File: config.mk
export PLATFORM = sky130hd
export DESIGN_NAME = stepper_phase_shift_chain
export DESIGN_NICKNAME = d
export VERILOG_FILES = /design/src/rtl/spsc_pkg.sv /design/src/rtl/stepper_phase_shift_chain.sv
export SDC_FILE = /design/constraint.sdc
export NUM_CORES = 1
export LEC_CHECK = 0
export BUFFER_PORTS_ARGS = -buffer_cell sky130_fd_sc_hd__buf_4
export CAP_MARGIN = 20
export CELL_PAD_IN_SITES_DETAIL_PLACEMENT = 0
export CELL_PAD_IN_SITES_GLOBAL_PLACEMENT = 1
export CORE_UTILIZATION = 36
export DETAILED_ROUTE_END_ITERATION = 6
export PLACE_DENSITY_LB_ADDON = 0.2
export SYNTH_ARGS = -nofsm -noshare
export SYNTH_HDL_FRONTEND = slang
export SYNTH_SLANG_ARGS = --single-unit
File: constraint.sdc
create_clock -name clk -period 3.25 [get_ports clk]
set_input_delay 0.1625 -clock clk [delete_from_list [all_inputs] [get_ports clk]]
set_output_delay 0.1625 -clock clk [all_outputs]
set_load 0.03 [all_outputs]
File: src/rtl/spsc_pkg.sv
`timescale 1ns / 1ps
`default_nettype none

package spsc_pkg;

	// number of boards on the chain
	localparam int BOARDS = 4;
	localparam int BOARD_W = (BOARDS > 1) ? $clog2(BOARDS) : 1;

	localparam int MOTORS = 4;

	// coil patterns after reset: 0110, 0011, 1001, 1100
	localparam logic [15:0] PATTERNS_RESET = 16'hC936;

	// command codes
	typedef enum logic [2:0] {
		CMD_STEP   = 3'd0,
		CMD_PAUSE  = 3'd1,
		CMD_BUTTON = 3'd2,
		CMD_CLEAR  = 3'd3,
		CMD_WRITE  = 3'd4
	} cmd_t;

	// controller states
	typedef enum logic [1:0] {
		ST_IDLE,
		ST_MODIFY,
		ST_WR_READ,
		ST_WR_EMIT
	} state_t;

	// per motor state
	typedef struct packed {
		logic       paused;
		logic [1:0] phase;
	} motor_t;

	// one memory word per board
	typedef struct packed {
		logic [7:0]          button;
		motor_t [MOTORS-1:0] motor;
	} board_word_t;

	localparam board_word_t WORD_RESET = '{
		button: 8'h00,
		motor:  {MOTORS{3'b100}}
	};

	// coil nibble of one motor, zero while paused
	function automatic logic [3:0] motor_nibble(input motor_t m, input logic [15:0] pat);
		logic [3:0] nib;
		begin
			case (m.phase)
				2'd0: nib = pat[3:0];
				2'd1: nib = pat[7:4];
				2'd2: nib = pat[11:8];
				2'd3: nib = pat[15:12];
				default: nib = 4'h0;
			endcase
			motor_nibble = m.paused ? 4'h0 : nib;
		end
	endfunction

endpackage

`default_nettype wire

File: src/rtl/stepper_phase_shift_chain.sv
`timescale 1ns / 1ps
`default_nettype none

// Four-phase stepper driver for a chain of shift-register boards.
// Command channel (in_valid/in_ready): command, board, motor. Step, pause,
// set button and clear button read the board's word from the state memory
// and write it back in the next cycle; only then is a new command taken.
// Unknown commands and boards beyond the chain are taken and change nothing.
// A write command emits 3 bytes per board, last board first: button byte,
// motor byte 1, motor byte 0, with last_byte on the final one. Each board's
// word is first read from the state memory, then its three bytes are emitted.
// Result channel (out_valid/out_ready) has one output register; a stall of
// the receiver holds the byte and pauses the walk over the boards. The next
// command is taken as soon as the last byte sits in the output register.
// Config channel (cfg_valid/cfg_ready) writes the packed coil patterns; it
// is always ready and should only be used while the block is idle.
// After reset every motor is paused at phase 0 and all button bytes are
// zero: per-board valid bits make unwritten memory words read as reset.
module stepper_phase_shift_chain (
	input  wire logic       clk,
	input  wire logic       arst_n,
	input  wire logic       in_valid,
	output logic            in_ready,
	input  wire logic [2:0] command,
	input  wire logic [1:0] board,
	input  wire logic [1:0] motor,
	output logic            out_valid,
	input  wire logic       out_ready,
	output logic [7:0]      out_byte,
	output logic            last_byte,
	input  wire logic       cfg_valid,
	output logic            cfg_ready,
	input  wire logic [15:0] cfg_data
);

	localparam int BW = spsc_pkg::BOARD_W;

	spsc_pkg::state_t state_q, state_d;

	logic [15:0]             patterns_q;
	logic [spsc_pkg::BOARDS-1:0] valid_q;
	spsc_pkg::board_word_t   mem [spsc_pkg::BOARDS];
	spsc_pkg::board_word_t   rd_data_q;
	logic                    rd_vld_q;
	spsc_pkg::board_word_t   cur_word;
	spsc_pkg::board_word_t   new_word;

	logic [2:0]    cmd_q;
	logic [BW-1:0] addr_q;
	logic [1:0]    motor_q;
	logic [BW-1:0] k_q;
	logic [1:0]    j_q;

	logic          accept;
	logic          board_ok;
	logic          motor_cmd;
	logic          mem_re;
	logic          mem_we;
	logic [BW-1:0] raddr;
	logic          slot_free;
	logic          emit;
	logic          last_sel;
	logic [7:0]    byte_sel;

	logic       out_valid_q;
	logic [7:0] out_byte_q;
	logic       last_byte_q;

	// command decode
	assign accept    = in_valid && in_ready;
	assign board_ok  = 32'(board) < spsc_pkg::BOARDS;
	assign motor_cmd = board_ok && (command == spsc_pkg::CMD_STEP ||
		command == spsc_pkg::CMD_PAUSE || command == spsc_pkg::CMD_BUTTON ||
		command == spsc_pkg::CMD_CLEAR);
	assign slot_free = !out_valid_q || out_ready;
	assign last_sel  = (k_q == '0) && (j_q == 2'd2);

	// next state
	always_comb begin
		state_d = state_q;
		case (state_q)
			spsc_pkg::ST_IDLE: begin
				if (accept && command == spsc_pkg::CMD_WRITE)
					state_d = spsc_pkg::ST_WR_READ;
				else if (accept && motor_cmd)
					state_d = spsc_pkg::ST_MODIFY;
			end
			spsc_pkg::ST_MODIFY:  state_d = spsc_pkg::ST_IDLE;
			spsc_pkg::ST_WR_READ: state_d = spsc_pkg::ST_WR_EMIT;
			spsc_pkg::ST_WR_EMIT: begin
				if (slot_free && j_q == 2'd2)
					state_d = (k_q == '0) ? spsc_pkg::ST_IDLE : spsc_pkg::ST_WR_READ;
			end
			default: state_d = spsc_pkg::ST_IDLE;
		endcase
	end

	// controller outputs
	always_comb begin
		in_ready = 1'b0;
		mem_re   = 1'b0;
		mem_we   = 1'b0;
		raddr    = k_q;
		emit     = 1'b0;
		case (state_q)
			spsc_pkg::ST_IDLE: begin
				in_ready = 1'b1;
				mem_re   = in_valid && motor_cmd;
				raddr    = BW'(board);
			end
			spsc_pkg::ST_MODIFY:  mem_we = 1'b1;
			spsc_pkg::ST_WR_READ: mem_re = 1'b1;
			spsc_pkg::ST_WR_EMIT: emit   = slot_free;
			default: ;
		endcase
	end

	// state register and counters
	always_ff @(posedge clk or negedge arst_n) begin
		if (!arst_n) begin
			state_q <= spsc_pkg::ST_IDLE;
			k_q     <= '0;
			j_q     <= '0;
		end else begin
			state_q <= state_d;
			if (accept && command == spsc_pkg::CMD_WRITE) begin
				k_q <= BW'(spsc_pkg::BOARDS - 1);
				j_q <= '0;
			end else if (emit) begin
				if (j_q == 2'd2) begin
					j_q <= '0;
					k_q <= k_q - BW'(1);
				end else begin
					j_q <= j_q + 2'd1;
				end
			end
		end
	end

	// held command for the write-back
	always_ff @(posedge clk) begin
		if (accept) begin
			cmd_q   <= command;
			addr_q  <= BW'(board);
			motor_q <= motor;
		end
	end

	// coil pattern register
	assign cfg_ready = 1'b1;
	always_ff @(posedge clk or negedge arst_n) begin
		if (!arst_n)
			patterns_q <= spsc_pkg::PATTERNS_RESET;
		else if (cfg_valid && cfg_ready)
			patterns_q <= cfg_data;
	end

	// board state memory
	always_ff @(posedge clk) begin
		if (mem_we)
			mem[addr_q] <= new_word;
		if (mem_re)
			rd_data_q <= mem[raddr];
	end

	// per board valid bits
	always_ff @(posedge clk or negedge arst_n) begin
		if (!arst_n) begin
			valid_q  <= '0;
			rd_vld_q <= 1'b0;
		end else begin
			if (mem_we)
				valid_q[addr_q] <= 1'b1;
			if (mem_re)
				rd_vld_q <= valid_q[raddr];
		end
	end

	// read-modify of the board word
	assign cur_word = rd_vld_q ? rd_data_q : spsc_pkg::WORD_RESET;

	always_comb begin
		new_word = cur_word;
		case (cmd_q)
			spsc_pkg::CMD_STEP: begin
				new_word.motor[motor_q].paused = 1'b0;
				new_word.motor[motor_q].phase  = cur_word.motor[motor_q].phase + 2'd1;
			end
			spsc_pkg::CMD_PAUSE:  new_word.motor[motor_q].paused = 1'b1;
			spsc_pkg::CMD_BUTTON: new_word.button = 8'h80 >> motor_q;
			spsc_pkg::CMD_CLEAR:  new_word.button = 8'h00;
			default: ;
		endcase
	end

	// byte select for the chain
	always_comb begin
		case (j_q)
			2'd0: byte_sel = cur_word.button;
			2'd1: byte_sel = {spsc_pkg::motor_nibble(cur_word.motor[2], patterns_q),
				spsc_pkg::motor_nibble(cur_word.motor[3], patterns_q)};
			2'd2: byte_sel = {spsc_pkg::motor_nibble(cur_word.motor[0], patterns_q),
				spsc_pkg::motor_nibble(cur_word.motor[1], patterns_q)};
			default: byte_sel = 8'h00;
		endcase
	end

	// output register
	always_ff @(posedge clk or negedge arst_n) begin
		if (!arst_n)
			out_valid_q <= 1'b0;
		else if (emit)
			out_valid_q <= 1'b1;
		else if (out_ready)
			out_valid_q <= 1'b0;
	end

	always_ff @(posedge clk) begin
		if (emit) begin
			out_byte_q  <= byte_sel;
			last_byte_q <= last_sel;
		end
	end

	assign out_valid = out_valid_q;
	assign out_byte  = out_byte_q;
	assign last_byte = last_byte_q;

endmodule

`default_nettype wire

-- After elaboration in Yosys (flattened, before gate mapping)
Memories as Yosys holds them, arrays and structs flattened. A register that Yosys moved wholly into a read port is not among the register bits.
Cells that the tools add are included.
- register bits: 44
- RAM bits: 80
- input port bits: 28
- output and inout bits: 12
- word-level logic and storage cells: 121
- memories kept: 1
- $add $sub $neg: 3
- $lt $le $gt $ge: 5
- eq/ne operators: 26
- shifts and indexed selects: 1
- multiplexer cells: 45
- bitwise operators: 1
- reduce and logical (&&, ||, !) cells: 27
- memory list (name ; words ; bits a word ; read ports ; clocked after memory_dff ; wr ports ; line ; source):
    mem ; 4 ; 20 ; 1 ; 1 ; 1 ; stepper_phase_shift_chain.sv:42 ; spsc_pkg::board_word_t mem [spsc_pkg::BOARDS];
- operators by type and width (operator ; number):
    one-hot mux 4 bit (4 select lines) ; 4
    bitwise mux 12 bit ; 3
    two-way mux 2 bit ; 13
    one-hot mux 12 bit (2 select lines) ; 1
    one-hot mux 8 bit (3 select lines) ; 1
    == test 2 bit (second input constant) ; 11
    two-way mux 20 bit ; 1
    two-way mux 4 bit ; 4
    one-hot mux 8 bit (2 select lines) ; 1
    logical NOT 2 bit ; 7
    demux 3 bit (select 2 bit) ; 2
    == test 2 x 1 -> 1 bit (second input constant) ; 6
    == test 3 x 2 -> 1 bit (second input constant) ; 4
    less-than comparator 2 x 3 -> 1 bit (second input constant) ; 3
    two-way mux 1 bit ; 9
    logical AND 1 bit ; 8
    one-hot mux 2 bit (4 select lines) ; 1
    >> shifter 8 x 2 -> 8 bit (first input constant) ; 1
    binary-select mux 3 bit (select 2 bit) ; 1
    == test 3 x 1 -> 1 bit (second input constant) ; 2
    logical NOT 3 bit ; 2
    nonzero test 2 bit ; 3
    adder 2 x 1 -> 2 bit (second input constant) ; 2
    >= comparator 2 x 1 -> 1 bit (second input constant) ; 2
    other kinds (12) ; 16

-- Logic depth before layout (Yosys ltp)
- word-level depth: 8
- gate-level depth with buffers: 6
- mapped depth without buffers: 5

-- Worst setup path after synthesis
OpenSTA, ideal clock, no wires.
- path kind: register -> register
- start point: reg state_q[1]
- end point: mem mem[0][0] in the netlist's numbering (enable)
- data arrival time: 2225 ps
- data required time: 2822 ps
- slack: 597 ps
- stages on the path, launching flop included: 3
- path buffers: 0
- path through: dfrtp_1 and2b_2 nor3b_1
- word-level cells in the longest chain between the ends: 4
- ends and longest elaborated chain (element ; line ; source):
    from (decl) ; stepper_phase_shift_chain.sv:38 ; spsc_pkg::state_t state_q, state_d;
    from (signal assigned) ; stepper_phase_shift_chain.sv:121 ; state_q <= spsc_pkg::ST_IDLE;
    from (signal assigned) ; stepper_phase_shift_chain.sv:125 ; state_q <= state_d;
    == test 2 x 1 -> 1 bit ; stepper_phase_shift_chain.sv:105 ; case (state_q)
    two-way mux 1 bit ; stepper_phase_shift_chain.sv:105 ;
    two-way mux 1 bit ; stepper_phase_shift_chain.sv:160 ; if (mem_we)
    two-way mux 1 bit (not written as such) ; stepper_phase_shift_chain.sv:161 ; mem[addr_q] <= new_word;
    to (decl) ; stepper_phase_shift_chain.sv:42 ;
No other way between the ends.

-- Worst setup path in the final report
- start point: reg state_q[1]
- end point: reg, netlist name rd_data_q[19]
- word-level cells in the longest chain between the ends: 2
- elaborated cells on any way between the ends: 4
- classes of those cells: eq/ne (1); mux (2); reduce/logical (1)
- ends and longest elaborated chain (element ; line):
    == test 2 bit / logical NOT 2 bit (equally long branches) ; stepper_phase_shift_chain.sv:105
    one-hot mux 1 bit (2 select lines) / two-way mux 2 bit (equally long branches) ; stepper_phase_shift_chain.sv:105
Several ways; a longest one is shown, not always the timed one.
A chain may end at the register's enable or synchronous reset.

==> flow_summary_export.csv <==
group,metric,value,unit
outcome,status,"completed",
timing,fin_ws,1.197,ns
global_route,use_met1,0.2323,
synthesis,async_flop_share,0.1944,
setup_path,crit_required,3.42,ns
global_route,grt_overflow,0,
timing,period_needed,2.053,ns
global_route,grt-busiest-layer,"met2",
clock_tree,cts_sinks,144,
layout,area_growth,21.30,%
layout,n_antenna_cell,0,
synthesis,syn_avg_cell_area,15.82,µm²
clock_tree,cts.path.max_buffers,2,
route,drc_errors,0,
layout,drive_above_1_share,0.2833,
timing,finalSetupViolations,0,
power_and_ir_drop,power_frac_comb,0.299,
timing,hold_viol_final,0,
timing,hold_slack,0.1020,ns
placed_design,place_ws,1.167,ns
clock_tree,cts-root-buf,"clkbuf_16",
floorplan,rows,47,
synthesis,ys_warn_count,0,
timing,rsz0062_at_grt,"false",
clock_tree,cts_setup_buffers,0,
power_and_ir_drop,seqPwrFrac,0.438,
synthesis,synth_edf_count,116,
route,wl,13.96,mm
floorplan,die_area,17800,µm²
timing,maxSlewHeadroom,0.3944,
floorplan,start_util,0.3722,
clock_tree,clk_latency,0.43,ns
global_route,grt_use_met2,0.2595,
global_route,antenna_found_initial,0,
placed_design,dp_hpwl,9.277,mm
route,avgViaCountPerCell,5.198,
clock_tree,cts_buffers,17,
synthesis,ys_ff_latch,144,
power_and_ir_drop,p_switching,0.002374,W
route,dr.pass1.iters,4,
floorplan,dieWidth,133.4,µm
power_and_ir_drop,ir_drop,0.4092,mV
placed_design,portBuffers,38,
timing,fin_skew,0.01270,ns
global_route,met3_usage,0.04414,
global_route,grt_pass1_vias,3779,
clock_tree,cts_max_level,4,
power_and_ir_drop,power_density,953.9,nW/µm²
floorplan,die_h,133.4,µm
layout,final_nets,489,
power_and_ir_drop,clock_power_share,0.262,
synthesis,synth-main-ff-cell,"edfxtp_1",
timing,final.setup.tns,0,ns
setup_path,critPathLaunchType,"flop",
timing,worstMarginPinSlew,0.9066,ns
route,via_count,3602,
min_path,hold_path.class,"in -> reg",
synthesis,synth_cell_types,53,
global_route,grtUsageTotal,0.1706,
flow_run,maxCapViolCount,0,
placed_design,place_congestion,0.7874,
route,wl_per_cell,20.15,µm
power_and_ir_drop,p_sw_frac,0.3301,
setup_path,endpoint_kind,"flop",
clock_tree,cts_tree,"done",
global_route,grt_pass1_wl,21.84,mm
layout,final_common_cell,"edfxtp_1",
setup_path,arrival,2.22,ns
synthesis,netlist_area,6216,µm²
timing,max_freq,0.4870,GHz
setup_path,crit_type,"reg -> reg",
timing,timing.final.crit_share,0.6318,
timing,finalMaxSlewViolations,0,
clock_tree,clk_pin_slew,0.06,ns
synthesis,synth_fp_nets,422,
layout,final_cell_mix,"116 x edfxtp_1, 46 x buf_4, 24 x dlygate4sd3_1, 21 x mux2i_1, 20 x dfrtp_1",
power_and_ir_drop,total_leakage_power,2.674,nW
setup_path,cp_max_fo,21,
synthesis,synth-seq-area-share,0.6747,
route,drt_iter0_drc,252,
clock_tree,cts-resized-gates,0,
global_route,grt_max_degree,30,
floorplan,coreArea,16700,µm²
power_and_ir_drop,p_int,0.004818,W
route,ant_nets,0,
floorplan,io_pins,40,
synthesis,synthCells,393,
## synth_stat cells (all sizes together) (5+ instances only)
| cell | number | area, µm² |
|---|---|---|
| nand2b | 7 | 43.79 |
| a211oi | 6 | 45.04 |
| nor2 | 15 | 58.81 |
| a21oi | 16 | 80.08 |
| nand2 | 14 | 52.55 |
| dfstp | 8 | 210.2 |
| clkbuf | 14 | 52.55 |
| dfrtp | 20 | 500.5 |
| nor2b | 5 | 31.28 |
| or2 | 7 | 43.79 |
| o2bb2ai | 8 | 70.07 |
| xor2 | 5 | 43.79 |
| mux2i | 21 | 210.2 |
| and3 | 7 | 43.79 |
| nand3 | 13 | 65.06 |
| edfxtp | 116 | 3483 |
| buf | 8 | 70.06 |
| o21a | 6 | 45.04 |
| o21ai | 16 | 80.07 |
| mux2 | 16 | 180.2 |
| mux4 | 20 | 454.2 |
## per-layer routing
layer,vias to the layer above,wire (µm)
met5,-,0
met1,1818,6717
met2,76,6332
li1,1685,-
met3,23,583
met4,0,329
## flip-flops by register name, indices dropped and copies added (netlist names)
| register | flops |
|---|---|
| out_valid | 1 |
| state_q | 2 |
| addr_q | 2 |
| k_q | 2 |
| out_byte | 8 |
| j_q | 2 |
| mem | 80 |
| cmd_q | 3 |
| patterns_q | 16 |
| valid_q | 4 |
| last_byte | 1 |
| rd_vld_q | 1 |
| rd_data_q | 20 |
| motor_q | 2 |
## worst max-delay path, cell delays in order, from the launching register on
cell,delay [ns]
dfrtp_1,0.45
o21a_1,0.25
nor2_2,0.09
buf_4,0.40
mux4_1,0.60
## power by group through the flow
stage / combinational (W) / clock, W / sequential [W]
final: 0.00215 / 0.00189 / 0.00315
after global routing: 0.00236 / 0.00201 / 0.00320
after CTS: 0.00219 / 0.00192 / 0.00315
after detailed placement: 0.00216 / 0 / 0.00319
after global placement: 0.00212 / 0 / 0.00317
after floorplan: 0.00162 / 0 / 0.00303
## path summary, 6_finish.rpt
check	cells after the start	slack, ns	to	from
min in group asynchronous	2	0.20	patterns_q[9]$_DFFE_PN0P_	arst_n
worst min-delay path	3	0.10	out_valid$_DFFE_PN0P_	out_ready
max in group asynchronous	2	2.73	patterns_q[1]$_DFFE_PN1P_	arst_n
worst min register to register	1	0.47	valid_q[2]$_DFFE_PN0P_	valid_q[2]$_DFFE_PN0P_
worst max register to register	4	1.20	rd_data_q[19]$_DFFE_PP_	state_q[1]$_DFFE_PN0P_
worst max-delay path	4	1.20	rd_data_q[19]$_DFFE_PP_	state_q[1]$_DFFE_PN0P_
## what timing repair did
action | CTS | global route
hold buffers | 24 | 0
setup endpoints to repair | 0 | 0
endpoints found under the hold margin | 51 | 0
## cells by family (layout without fill, tap and decap cells)
kind of cell	Yosys count	after routing	share of synthesized area
compound gates	74	74	0.08152
xor+xnor	6	6	0.008454
fa+ha+maj	1	1	0.002013
buf+inv	27	107	0.02274
flops	144	144	0.6747
mux	57	57	0.1359
other cells	1	1	0.0006033
simple gates	83	83	0.07407
## cell type report
cell class	instances	area, µm²
tap	220	275.3
clock buffer	18	429.2
clock inverter	14	138.9
sequential	144	4194
inverter	5	18.77
multi-input combinational	222	1898
fill	1521	9161
timing repair buffer	70	585.6
## stage by stage
| step | util | std cells | instance area, µm² | power, W |
|---|---|---|---|---|
| final | 0.4515 | 693 | 7540 | 0.007192 |
| after global routing | 0.4515 | 693 | 7540 | 0.007567 |
| after CTS | 0.4515 | 693 | 7540 | 0.007266 |
| after detailed placement | 0.4031 | 637 | 6731 | 0.005346 |
| after global placement | 0.4031 | 637 | 6731 | 0.005287 |
| after floorplan | - | 393 | 6216 | 0.004650 |
Note: power is estimated with default switching activity, not from simulation.
